--- config.mk ---
export PLATFORM = sky130hd
export DESIGN_NAME = circular_list_engine_core
export DESIGN_NICKNAME = d
export VERILOG_FILES = /design/src/rtl/cle_pkg.sv /design/src/rtl/cle_store.sv /design/src/rtl/circular_list_engine_core.sv
export SDC_FILE = /design/constraint.sdc
export NUM_CORES = 1
export LEC_CHECK = 0
export BUFFER_PORTS_ARGS = -buffer_cell sky130_fd_sc_hd__buf_4
export CAP_MARGIN = 10
export CORE_UTILIZATION = 56
export DETAILED_ROUTE_END_ITERATION = 6
export GPL_ROUTABILITY_DRIVEN = 0
export PLACE_DENSITY = 0.82
export SLEW_MARGIN = 10
export SYNTH_ARGS = -nofsm -noshare
export SYNTH_HDL_FRONTEND = slang
export SYNTH_HIERARCHICAL = 1
export SYNTH_SLANG_ARGS = --single-unit
--- constraint.sdc ---
create_clock -name aclk -period 6.2 [get_ports aclk]
set_clock_uncertainty 0.15 [all_clocks]
set_input_delay 0.93 -clock aclk [delete_from_list [all_inputs] [get_ports aclk]]
set_output_delay 0.93 -clock aclk [all_outputs]
set_load 0.03 [all_outputs]
--- src/rtl/cle_pkg.sv ---
// Shared types, codes and default sizes for the circular list engine.
package cle_pkg;

    // Default sizes handed to the top-level parameters
    localparam int CLE_CAPACITY   = 16;
    localparam int CLE_DATA_WIDTH = 32;

    // Fixed field widths of the transaction ports
    localparam int OP_W     = 3;
    localparam int POS_W    = 5;
    localparam int VALUE_W  = 32;
    localparam int STATUS_W = 2;
    localparam int COUNT_W  = 5;

    // Operation codes
    localparam logic [OP_W-1:0] OP_ADD_FIRST = 3'd0;
    localparam logic [OP_W-1:0] OP_ADD_LAST  = 3'd1;
    localparam logic [OP_W-1:0] OP_ADD_AT    = 3'd2;
    localparam logic [OP_W-1:0] OP_DEL_FIRST = 3'd3;
    localparam logic [OP_W-1:0] OP_DEL_LAST  = 3'd4;
    localparam logic [OP_W-1:0] OP_DEL_AT    = 3'd5;

    // Result status codes
    localparam logic [STATUS_W-1:0] ST_OK      = 2'd0;
    localparam logic [STATUS_W-1:0] ST_EMPTY   = 2'd1;
    localparam logic [STATUS_W-1:0] ST_INVALID = 2'd2;
    localparam logic [STATUS_W-1:0] ST_FULL    = 2'd3;

    // Port enables from the sequencer to the slot store
    typedef struct packed {
        logic link_rd;
        logic link_wr;
        logic val_rd;
        logic val_wr;
    } mem_ctl_t;

endpackage

--- src/rtl/cle_store.sv ---
// Slot store: link memory and value memory, one write and one registered read each.
module cle_store
    import cle_pkg::*;
#(
    parameter int CAPACITY   = CLE_CAPACITY,
    parameter int DATA_WIDTH = CLE_DATA_WIDTH,
    localparam int SLOT_W    = $clog2(CAPACITY)
) (
    input  logic                         aclk,
    input  mem_ctl_t                     ctl,
    input  logic [SLOT_W-1:0]            link_raddr,
    input  logic [SLOT_W-1:0]            link_waddr,
    input  logic [SLOT_W-1:0]            link_wdata,
    output logic [SLOT_W-1:0]            link_rdata,
    input  logic [SLOT_W-1:0]            val_raddr,
    input  logic [SLOT_W-1:0]            val_waddr,
    input  logic signed [DATA_WIDTH-1:0] val_wdata,
    output logic signed [DATA_WIDTH-1:0] val_rdata
);

    logic [SLOT_W-1:0]            link_mem [CAPACITY];
    logic signed [DATA_WIDTH-1:0] val_mem  [CAPACITY];

    // Link memory: write port and registered read port
    always_ff @(posedge aclk) begin
        if (ctl.link_wr) begin
            link_mem[link_waddr] <= link_wdata;
        end
        if (ctl.link_rd) begin
            link_rdata <= link_mem[link_raddr];
        end
    end

    // Value memory: write port and registered read port
    always_ff @(posedge aclk) begin
        if (ctl.val_wr) begin
            val_mem[val_waddr] <= val_wdata;
        end
        if (ctl.val_rd) begin
            val_rdata <= val_mem[val_raddr];
        end
    end

endmodule

--- src/rtl/circular_list_engine_core.sv ---
// Circular list engine top level: operation sequencer, link walker and result register.
//
//   channel   ports                                         direction
//   s_        s_valid s_ready s_operation s_position s_value  request in
//   m_        m_valid m_ready m_status m_removed_value
//             m_element_count                               result out
//
// The duration of a transaction is set by the link walk, which follows one link of the
// slot link memory per cycle (positional add/delete and delete last); status-only
// answers skip the walk.
// Reset (aresetn low, synchronous) empties the list; slot memories are not cleared.
// s_ready is high only while the sequencer is idle; a finished result waits in the
// output register, so the next request can enter while m_ready is held low.
module circular_list_engine_core
    import cle_pkg::*;
#(
    parameter int CAPACITY   = CLE_CAPACITY,
    parameter int DATA_WIDTH = CLE_DATA_WIDTH
) (
    input  logic                       aclk,
    input  logic                       aresetn,
    input  logic                       s_valid,
    output logic                       s_ready,
    input  logic [OP_W-1:0]            s_operation,
    input  logic [POS_W-1:0]           s_position,
    input  logic signed [VALUE_W-1:0]  s_value,
    output logic                       m_valid,
    input  logic                       m_ready,
    output logic [STATUS_W-1:0]        m_status,
    output logic signed [VALUE_W-1:0]  m_removed_value,
    output logic [COUNT_W-1:0]         m_element_count
);

    localparam int SLOT_W = $clog2(CAPACITY);
    localparam int LEN_W  = $clog2(CAPACITY + 1);
    localparam int CMP_W  = (LEN_W + 1 > POS_W) ? LEN_W + 1 : POS_W;
    localparam logic [LEN_W-1:0] CAP_LEN = LEN_W'(CAPACITY);

    typedef enum logic [13:0] {
        S_IDLE     = 14'b00000000000001,
        S_DECODE   = 14'b00000000000010,
        S_ALLOC    = 14'b00000000000100,
        S_END_LINK = 14'b00000000001000,
        S_END_TAIL = 14'b00000000010000,
        S_WALK     = 14'b00000000100000,
        S_ADD_W1   = 14'b00000001000000,
        S_ADD_W2   = 14'b00000010000000,
        S_DF_RD    = 14'b00000100000000,
        S_DF_W     = 14'b00001000000000,
        S_DL_W     = 14'b00010000000000,
        S_DM_RD    = 14'b00100000000000,
        S_DM_W     = 14'b01000000000000,
        S_DONE     = 14'b10000000000000
    } state_t;

    typedef enum logic [2:0] {
        PLAN_NONE,
        PLAN_ADD_FIRST,
        PLAN_ADD_LAST,
        PLAN_ADD_MID,
        PLAN_DEL_FIRST,
        PLAN_DEL_LAST,
        PLAN_DEL_MID
    } plan_t;

    // Control registers
    state_t                state_reg, state_next;
    logic [LEN_W-1:0]      len_reg, len_next;
    logic [LEN_W-1:0]      wm_reg, wm_next;
    logic [SLOT_W-1:0]     free_head_reg, free_head_next;
    logic [SLOT_W-1:0]     head_reg, head_next;
    logic [SLOT_W-1:0]     tail_reg, tail_next;
    logic                  m_valid_reg, m_valid_next;

    // Working registers
    logic [OP_W-1:0]       op_reg, op_next;
    logic [POS_W-1:0]      pos_reg, pos_next;
    logic signed [VALUE_W-1:0] value_reg, value_next;
    plan_t                 plan_reg, plan_next;
    logic [STATUS_W-1:0]   status_reg, status_next;
    logic [SLOT_W-1:0]     new_slot_reg, new_slot_next;
    logic [SLOT_W-1:0]     slot_a_reg, slot_a_next;
    logic [SLOT_W-1:0]     victim_reg, victim_next;
    logic [LEN_W-1:0]      walk_cnt_reg, walk_cnt_next;
    logic                  walk_fresh_reg, walk_fresh_next;
    logic [STATUS_W-1:0]   m_status_reg, m_status_next;
    logic signed [VALUE_W-1:0] m_removed_reg, m_removed_next;
    logic [COUNT_W-1:0]    m_count_reg, m_count_next;

    // Store interface
    mem_ctl_t                     ctl;
    logic [SLOT_W-1:0]            link_raddr, link_waddr, link_wdata, link_rdata;
    logic [SLOT_W-1:0]            val_raddr, val_waddr;
    logic signed [DATA_WIDTH-1:0] val_wdata, val_rdata;

    // Decode helpers
    logic [CMP_W-1:0]  pos_c, len_c, len_p1;
    logic              is_add, is_del, from_free;
    plan_t             plan_d;
    logic [STATUS_W-1:0] status_d;
    logic [SLOT_W-1:0] walk_cur;

    cle_store #(
        .CAPACITY   (CAPACITY),
        .DATA_WIDTH (DATA_WIDTH)
    ) u_store (
        .aclk       (aclk),
        .ctl        (ctl),
        .link_raddr (link_raddr),
        .link_waddr (link_waddr),
        .link_wdata (link_wdata),
        .link_rdata (link_rdata),
        .val_raddr  (val_raddr),
        .val_waddr  (val_waddr),
        .val_wdata  (val_wdata),
        .val_rdata  (val_rdata)
    );

    assign s_ready         = (state_reg == S_IDLE);
    assign m_valid         = m_valid_reg;
    assign m_status        = m_status_reg;
    assign m_removed_value = m_removed_reg;
    assign m_element_count = m_count_reg;

    // Classify the held request against the current list
    assign pos_c     = CMP_W'(pos_reg);
    assign len_c     = CMP_W'(len_reg);
    assign len_p1    = len_c + CMP_W'(1);
    assign is_add    = (op_reg == OP_ADD_FIRST) || (op_reg == OP_ADD_LAST)
                       || (op_reg == OP_ADD_AT);
    assign is_del    = (op_reg == OP_DEL_FIRST) || (op_reg == OP_DEL_LAST)
                       || (op_reg == OP_DEL_AT);
    assign from_free = (wm_reg != len_reg);
    assign walk_cur  = walk_fresh_reg ? link_rdata : slot_a_reg;

    always_comb begin
        plan_d   = PLAN_NONE;
        status_d = ST_OK;
        if (is_add) begin
            if (len_reg >= CAP_LEN) begin
                status_d = ST_FULL;
            end else if ((op_reg == OP_ADD_FIRST)
                         || ((op_reg == OP_ADD_AT)
                             && ((len_c == '0) || (pos_c == CMP_W'(1))))) begin
                plan_d = PLAN_ADD_FIRST;
            end else if ((op_reg == OP_ADD_LAST) || (pos_c == len_p1)) begin
                plan_d = PLAN_ADD_LAST;
            end else if ((pos_c == '0) || (pos_c > len_p1)) begin
                status_d = ST_INVALID;
            end else begin
                plan_d = PLAN_ADD_MID;
            end
        end else if (is_del) begin
            if (len_reg == '0) begin
                status_d = ST_EMPTY;
            end else if ((op_reg == OP_DEL_FIRST)
                         || ((op_reg == OP_DEL_AT) && (pos_c == CMP_W'(1)))) begin
                plan_d = PLAN_DEL_FIRST;
            end else if ((op_reg == OP_DEL_LAST)
                         || ((pos_c == len_c) && (pos_c != '0))) begin
                plan_d = PLAN_DEL_LAST;
            end else if ((pos_c == '0) || (pos_c > len_c)) begin
                status_d = ST_INVALID;
            end else begin
                plan_d = PLAN_DEL_MID;
            end
        end else begin
            status_d = ST_INVALID;
        end
    end

    // Sequencer: next state, store commands and list pointer updates
    always_comb begin
        state_next      = state_reg;
        len_next        = len_reg;
        wm_next         = wm_reg;
        free_head_next  = free_head_reg;
        head_next       = head_reg;
        tail_next       = tail_reg;
        m_valid_next    = m_valid_reg;
        op_next         = op_reg;
        pos_next        = pos_reg;
        value_next      = value_reg;
        plan_next       = plan_reg;
        status_next     = status_reg;
        new_slot_next   = new_slot_reg;
        slot_a_next     = slot_a_reg;
        victim_next     = victim_reg;
        walk_cnt_next   = walk_cnt_reg;
        walk_fresh_next = walk_fresh_reg;
        m_status_next   = m_status_reg;
        m_removed_next  = m_removed_reg;
        m_count_next    = m_count_reg;

        ctl        = '0;
        link_raddr = slot_a_reg;
        link_waddr = new_slot_reg;
        link_wdata = head_reg;
        val_raddr  = victim_reg;
        val_waddr  = new_slot_reg;
        val_wdata  = DATA_WIDTH'(value_reg);

        // Drop the result once the sink takes it
        if (m_valid_reg && m_ready) begin
            m_valid_next = 1'b0;
        end

        unique case (state_reg)
            S_IDLE: begin
                if (s_valid) begin
                    op_next    = s_operation;
                    pos_next   = s_position;
                    value_next = s_value;
                    state_next = S_DECODE;
                end
            end
            S_DECODE: begin
                plan_next     = plan_d;
                status_next   = status_d;
                new_slot_next = from_free ? free_head_reg : SLOT_W'(wm_reg);
                // Fetch the next free-list entry in case the add pops it
                ctl.link_rd   = 1'b1;
                link_raddr    = free_head_reg;
                unique case (plan_d)
                    PLAN_ADD_FIRST, PLAN_ADD_LAST, PLAN_ADD_MID: begin
                        ctl.val_wr = 1'b1;
                        val_waddr  = from_free ? free_head_reg : SLOT_W'(wm_reg);
                        state_next = S_ALLOC;
                    end
                    PLAN_DEL_FIRST: begin
                        victim_next = head_reg;
                        state_next  = (len_reg > LEN_W'(1)) ? S_DF_RD : S_DM_W;
                    end
                    PLAN_DEL_LAST: begin
                        victim_next     = tail_reg;
                        slot_a_next     = head_reg;
                        walk_fresh_next = 1'b0;
                        walk_cnt_next   = len_reg - LEN_W'(2);
                        state_next      = (len_reg > LEN_W'(1)) ? S_WALK : S_DM_W;
                    end
                    PLAN_DEL_MID: begin
                        slot_a_next     = head_reg;
                        walk_fresh_next = 1'b0;
                        walk_cnt_next   = LEN_W'(pos_c - CMP_W'(2));
                        state_next      = S_WALK;
                    end
                    default: begin
                        state_next = S_DONE;
                    end
                endcase
            end
            S_ALLOC: begin
                // Pop the free list, or advance the never-used watermark
                if (from_free) begin
                    free_head_next = link_rdata;
                end else begin
                    wm_next = wm_reg + LEN_W'(1);
                end
                if (plan_reg == PLAN_ADD_MID) begin
                    slot_a_next     = head_reg;
                    walk_fresh_next = 1'b0;
                    walk_cnt_next   = LEN_W'(pos_c - CMP_W'(2));
                    state_next      = S_WALK;
                end else begin
                    state_next = S_END_LINK;
                end
            end
            S_END_LINK: begin
                ctl.link_wr = 1'b1;
                link_waddr  = new_slot_reg;
                if (len_reg == '0) begin
                    link_wdata = new_slot_reg;
                    head_next  = new_slot_reg;
                    tail_next  = new_slot_reg;
                    len_next   = len_reg + LEN_W'(1);
                    state_next = S_DONE;
                end else begin
                    link_wdata = head_reg;
                    state_next = S_END_TAIL;
                end
            end
            S_END_TAIL: begin
                ctl.link_wr = 1'b1;
                link_waddr  = tail_reg;
                link_wdata  = new_slot_reg;
                if (plan_reg == PLAN_ADD_FIRST) begin
                    head_next = new_slot_reg;
                end else begin
                    tail_next = new_slot_reg;
                end
                len_next   = len_reg + LEN_W'(1);
                state_next = S_DONE;
            end
            S_WALK: begin
                // Follow one link per cycle; at the end fetch the target's link
                ctl.link_rd = 1'b1;
                link_raddr  = walk_cur;
                slot_a_next = walk_cur;
                if (walk_cnt_reg == '0) begin
                    walk_fresh_next = 1'b0;
                    if (plan_reg == PLAN_ADD_MID) begin
                        state_next = S_ADD_W1;
                    end else if (plan_reg == PLAN_DEL_MID) begin
                        state_next = S_DM_RD;
                    end else begin
                        state_next = S_DL_W;
                    end
                end else begin
                    walk_fresh_next = 1'b1;
                    walk_cnt_next   = walk_cnt_reg - LEN_W'(1);
                end
            end
            S_ADD_W1: begin
                ctl.link_wr = 1'b1;
                link_waddr  = new_slot_reg;
                link_wdata  = link_rdata;
                state_next  = S_ADD_W2;
            end
            S_ADD_W2: begin
                ctl.link_wr = 1'b1;
                link_waddr  = slot_a_reg;
                link_wdata  = new_slot_reg;
                len_next    = len_reg + LEN_W'(1);
                state_next  = S_DONE;
            end
            S_DF_RD: begin
                ctl.link_rd = 1'b1;
                link_raddr  = head_reg;
                state_next  = S_DF_W;
            end
            S_DF_W: begin
                ctl.link_wr = 1'b1;
                link_waddr  = tail_reg;
                link_wdata  = link_rdata;
                head_next   = link_rdata;
                slot_a_next = victim_reg;
                state_next  = S_DM_W;
                plan_next   = PLAN_DEL_FIRST;
            end
            S_DL_W: begin
                ctl.link_wr = 1'b1;
                link_waddr  = slot_a_reg;
                link_wdata  = head_reg;
                tail_next   = slot_a_reg;
                state_next  = S_DM_W;
            end
            S_DM_RD: begin
                victim_next = link_rdata;
                ctl.link_rd = 1'b1;
                link_raddr  = link_rdata;
                state_next  = S_DM_W;
            end
            S_DM_W: begin
                // Unlink a middle victim, then release the victim slot
                if (plan_reg == PLAN_DEL_MID) begin
                    ctl.link_wr = 1'b1;
                    link_waddr  = slot_a_reg;
                    link_wdata  = link_rdata;
                    state_next  = S_DM_W;
                    plan_next   = PLAN_DEL_FIRST;
                end else begin
                    // Release: return the slot to the free list and fetch its data
                    ctl.link_wr    = 1'b1;
                    link_waddr     = victim_reg;
                    link_wdata     = free_head_reg;
                    free_head_next = victim_reg;
                    ctl.val_rd     = 1'b1;
                    val_raddr      = victim_reg;
                    len_next       = len_reg - LEN_W'(1);
                    if (len_reg == LEN_W'(1)) begin
                        head_next = '0;
                        tail_next = '0;
                    end
                    state_next = S_DONE;
                end
            end
            S_DONE: begin
                // Load the result once the output register is free
                if (!m_valid_reg || m_ready) begin
                    m_valid_next  = 1'b1;
                    m_status_next = status_reg;
                    m_count_next  = COUNT_W'(len_reg);
                    if ((status_reg == ST_OK)
                        && ((plan_reg == PLAN_DEL_FIRST) || (plan_reg == PLAN_DEL_LAST)
                            || (plan_reg == PLAN_DEL_MID))) begin
                        m_removed_next = VALUE_W'(val_rdata);
                    end else begin
                        m_removed_next = '0;
                    end
                    state_next = S_IDLE;
                end
            end
            default: begin
                state_next = S_IDLE;
            end
        endcase
    end

    // Hold control state under reset
    always_ff @(posedge aclk) begin
        if (!aresetn) begin
            state_reg     <= S_IDLE;
            len_reg       <= '0;
            wm_reg        <= '0;
            free_head_reg <= '0;
            head_reg      <= '0;
            tail_reg      <= '0;
            m_valid_reg   <= 1'b0;
        end else begin
            state_reg     <= state_next;
            len_reg       <= len_next;
            wm_reg        <= wm_next;
            free_head_reg <= free_head_next;
            head_reg      <= head_next;
            tail_reg      <= tail_next;
            m_valid_reg   <= m_valid_next;
        end
    end

    // Advance working and result payload registers
    always_ff @(posedge aclk) begin
        op_reg         <= op_next;
        pos_reg        <= pos_next;
        value_reg      <= value_next;
        plan_reg       <= plan_next;
        status_reg     <= status_next;
        new_slot_reg   <= new_slot_next;
        slot_a_reg     <= slot_a_next;
        victim_reg     <= victim_next;
        walk_cnt_reg   <= walk_cnt_next;
        walk_fresh_reg <= walk_fresh_next;
        m_status_reg   <= m_status_next;
        m_removed_reg  <= m_removed_next;
        m_count_reg    <= m_count_next;
    end

`ifndef NO_ASSERTIONS
    // A request closes the input side until its sequence is done
    assert property (@(posedge aclk) disable iff (!aresetn)
        s_valid && s_ready |=> !s_ready)
        else $error("input accepted again while sequencing");

    // Slots handed out never fall below slots in the list
    assert property (@(posedge aclk) disable iff (!aresetn)
        wm_reg >= len_reg)
        else $error("watermark below list length");

    // A walk never needs more steps than the list has links
    assert property (@(posedge aclk) disable iff (!aresetn)
        (state_reg == S_WALK) |-> (walk_cnt_reg < len_reg))
        else $error("link walk overruns the list");

    // A result appears only out of the finishing step
    assert property (@(posedge aclk) disable iff (!aresetn)
        $rose(m_valid) |-> $past(state_reg == S_DONE))
        else $error("result raised outside the finishing step");

    // The count moves by one element at most per transaction
    assert property (@(posedge aclk) disable iff (!aresetn)
        $past(aresetn) && (len_reg != $past(len_reg))
        |-> (len_reg == $past(len_reg) + LEN_W'(1))
            || (len_reg == $past(len_reg) - LEN_W'(1)))
        else $error("list length jumped");
`endif

endmodule
==> key figures <==
STA
  • Tcrit/Tclk final: 81.8%
  • Slew Limit Headroom: 15.3%
  • Setup TNS: 0 ns
  • # setup viols final: 0
  • Pins Over Slew Limit: 0
  • Final Hold Fails: 0
  • RSZ-0062 raised after global routing: false
  • Hold WS: 0.334 ns
  • Highest Clock Rate: 0.197 GHz
  • Min cycle time layout: 5.07 ns
  • Worst Max-Slew Pin Slew: 1.27 ns

Global route
  • First-pass GRT wire length: 103 mm
  • Initial antenna violation count: 0
  • GRT overflow: 0
  • GRT Total Usage: 26.1%
  • Vias in the first global route: 16376
  • Largest net degree at the start of global routing: 131

Finish
  • Final instance area: 0.0340 mm^2
  • NumNets Final: 1797
  • Top flop regs: u_store/val_mem (512), u_store/link_mem (64)
  • Share of layout cells above drive strength 1: 24.1%
  • Biggest register: u_store/val_mem
  • Max reg flops: 512
  • Layout overhead on the synthesized area: 13.4%
  • Fillers: 3395
  • Antenna cells: 0

Logic synthesis
  • Seq cells post-synth: 751
  • Unique cell type count in the Yosys netlist: 81
  • Post-Syn Nets: 1682
  • Asr flop ratio synth: 0%
  • EDFF count, synth: 714
  • Yosys warns: 6
  • Post-synthesis sequential area ratio: 74.0%
  • Post-synthesis cell area: 0.0300 mm^2
  • Dominant synthesized flop cell: edfxtp_1
  • Post-synthesis cell count: 1619
  • Mean Syn Cell Area: 18.5 um^2

Setup path
  • Bufs and invs on worst path: 2
  • CP startpoint kind: flip-flop
  • Worst EP arrival: 5.23 ns
  • CP Class: reg2reg
  • Delay-heaviest family, CP: simple AND/OR/NAND/NOR gates
  • Critical Path End Type: flip-flop
  • Largest stage delay on the critical path: 0.87 ns
  • CP max FO: 21
  • Worst path cell trace: inv_1 > ha_1 > a21o_1 > a21oi_1 > o21ai_0 > or4_1 > o211ai_2 > nand3_2 > mux2_2 > nand3b_1 > nor2_4 > buf_4
  • WP data required: 6.36 ns
  • Critical Path Slowest Stage Cell: nor2_4

Clocking
  • Clock buffer count from CTS: 75
  • CTS Root Cell: clkbuf_16
  • Resize count post-CTS: 0
  • CTS tree: built
  • Htree depth: 3
  • Setup repair bufs after CTS: 0
  • Clock tree sinks: 751
  • Clock Latency Late Sink: 0.62 ns
  • Cts-stage hold buffer count: 0
  • CTS clk-pin slew, worst paths: 0.06 ns
  • Max Buffers Root-to-Sink: 3

Floorplanning
  • Die width: 233 um
  • Num rows: 84
  • I/O pins: 85
  • Starting density of the core: 56.8%
  • Chip Height: 233 um
  • Core Box Area: 0.0528 mm^2
  • DIE AREA: 0.0545 mm^2

Route
  • Final WL: 69.3 mm
  • Wire length per cell: 27.9 um
  • DRT antenna net count: 0
  • Remaining DRCs: 23
  • Via/cell ratio: 6.56
  • DR vias: 16291
  • Initial detailed-routing violation count: 2296
  • DR pass1 iterations: 7

Min path
  • Hold WC Path Type: in2reg

Power
  • P per Cell Area: 314 mW/mm^2
  • Pleak: 11.1 nW
  • Peak supply drop: 239 uV

Placed design
  • Port buffer count: 84
  • DP HPWL: 37.5 mm
  • Cell Area, Placed: 0.0315 mm^2

Run status
  • Outcome: finished with violations
  • Failing checks: DRC

Job
  • Maxcap violations: 0
path summary, 6_finish.rpt:
path / to / slack, ns / start / depth (start not counted)
max: u_store/val_mem[6][17] / 1.13 / len_reg[3] / 12
min: val_wdata[23] / 0.33 / s_value[23] / 1
min reg2reg: m_status[1] / 0.36 / status_reg[1] / 0
max reg2reg: u_store/val_mem[6][17] / 1.13 / len_reg[3] / 12
where the power goes:
group | internal, mW | switching [mW]
clock | 2.66 | 1.90
combinational | 0.116 | 0.185
sequential | 5.69 | 0.154
total | 8.46 | 2.24
per-layer routing:
layer | vias up | global-route usage (%) | part of all wire, %
li1 | 6813 | - | -
met2 | 989 | 44.0 | 50
met3 | 219 | 5.04 | 8.6
met1 | 8270 | 33.6 | 37
met5 | - | 0 | 0
met4 | 0 | 10.0 | 4.0
per-stage QoR:
stage / instances / total power, mW / utilization [%] / setup slack, ns
5_1_grt: 2482 / 11.0 / 64.5 / 0.845
3_3_place_gp: 2343 / 6.22 / 59.7 / 1.44
6_report: 2482 / 10.7 / 64.5 / 1.13
3_5_place_dp: 2343 / 6.24 / 59.7 / 1.24
2_1_floorplan: 1619 / 6.07 / - / 0.364
4_1_cts: 2480 / 10.7 / 64.4 / 1.18
synth_stat cells, types with 19 or more instances:
cell,n,area share [%]
clkbuf_1,31,0.39
a22oi_1,76,1.9
dfxtp_1,37,2.5
edfxtp_1,714,72
nand2_1,81,1.0
ha_1,19,0.79
a21oi_1,29,0.48
o21ai_0,22,0.37
and2_1,38,0.79
mux4_2,144,11
nor3_1,25,0.42
nor2_1,97,1.2
nand3_1,30,0.50
cell families (layout without fill, tap and decap cells):
kind of cell	Yosys count	count (layout)	synth area share [%]
XOR/XNOR	23	23	0.672
AND/OR/NAND/NOR	367	367	6.62
multiplexers	167	167	11.6
AO/OA/AOI/OAI	201	201	4.92
buffers and inverters	91	266	1.40
adder cells (fa/ha/maj)	19	19	0.793
flip-flops	751	751	74.0
area by class of cell:
type                    count  area [um^2]  area share [%]
clock buffers              88         1960            5.75
clock inverters            49          533            1.57
inverters                  20         75.1           0.221
multi-input cells         777         7530            22.1
flip-flops and latches    751        22200            65.2
well taps                 688          861            2.53
repair buffers            109          876            2.57
layout by cell type, fill, tap and decap left out, drive strengths merged, types with 13 or more instances in the layout:
cell type and count:
edfxtp 714, mux4 144, buf 109, nor2 101, clkbuf 88, nand2 81
a22oi 76, and2 38, clkinv 38, dfxtp 37, nand3 33, a21oi 30
nor3 27, o21ai 23, inv 20, ha 19, a211oi 18, mux2i 15
nor2b 13
Note: power is estimated with default switching activity, not from simulation.
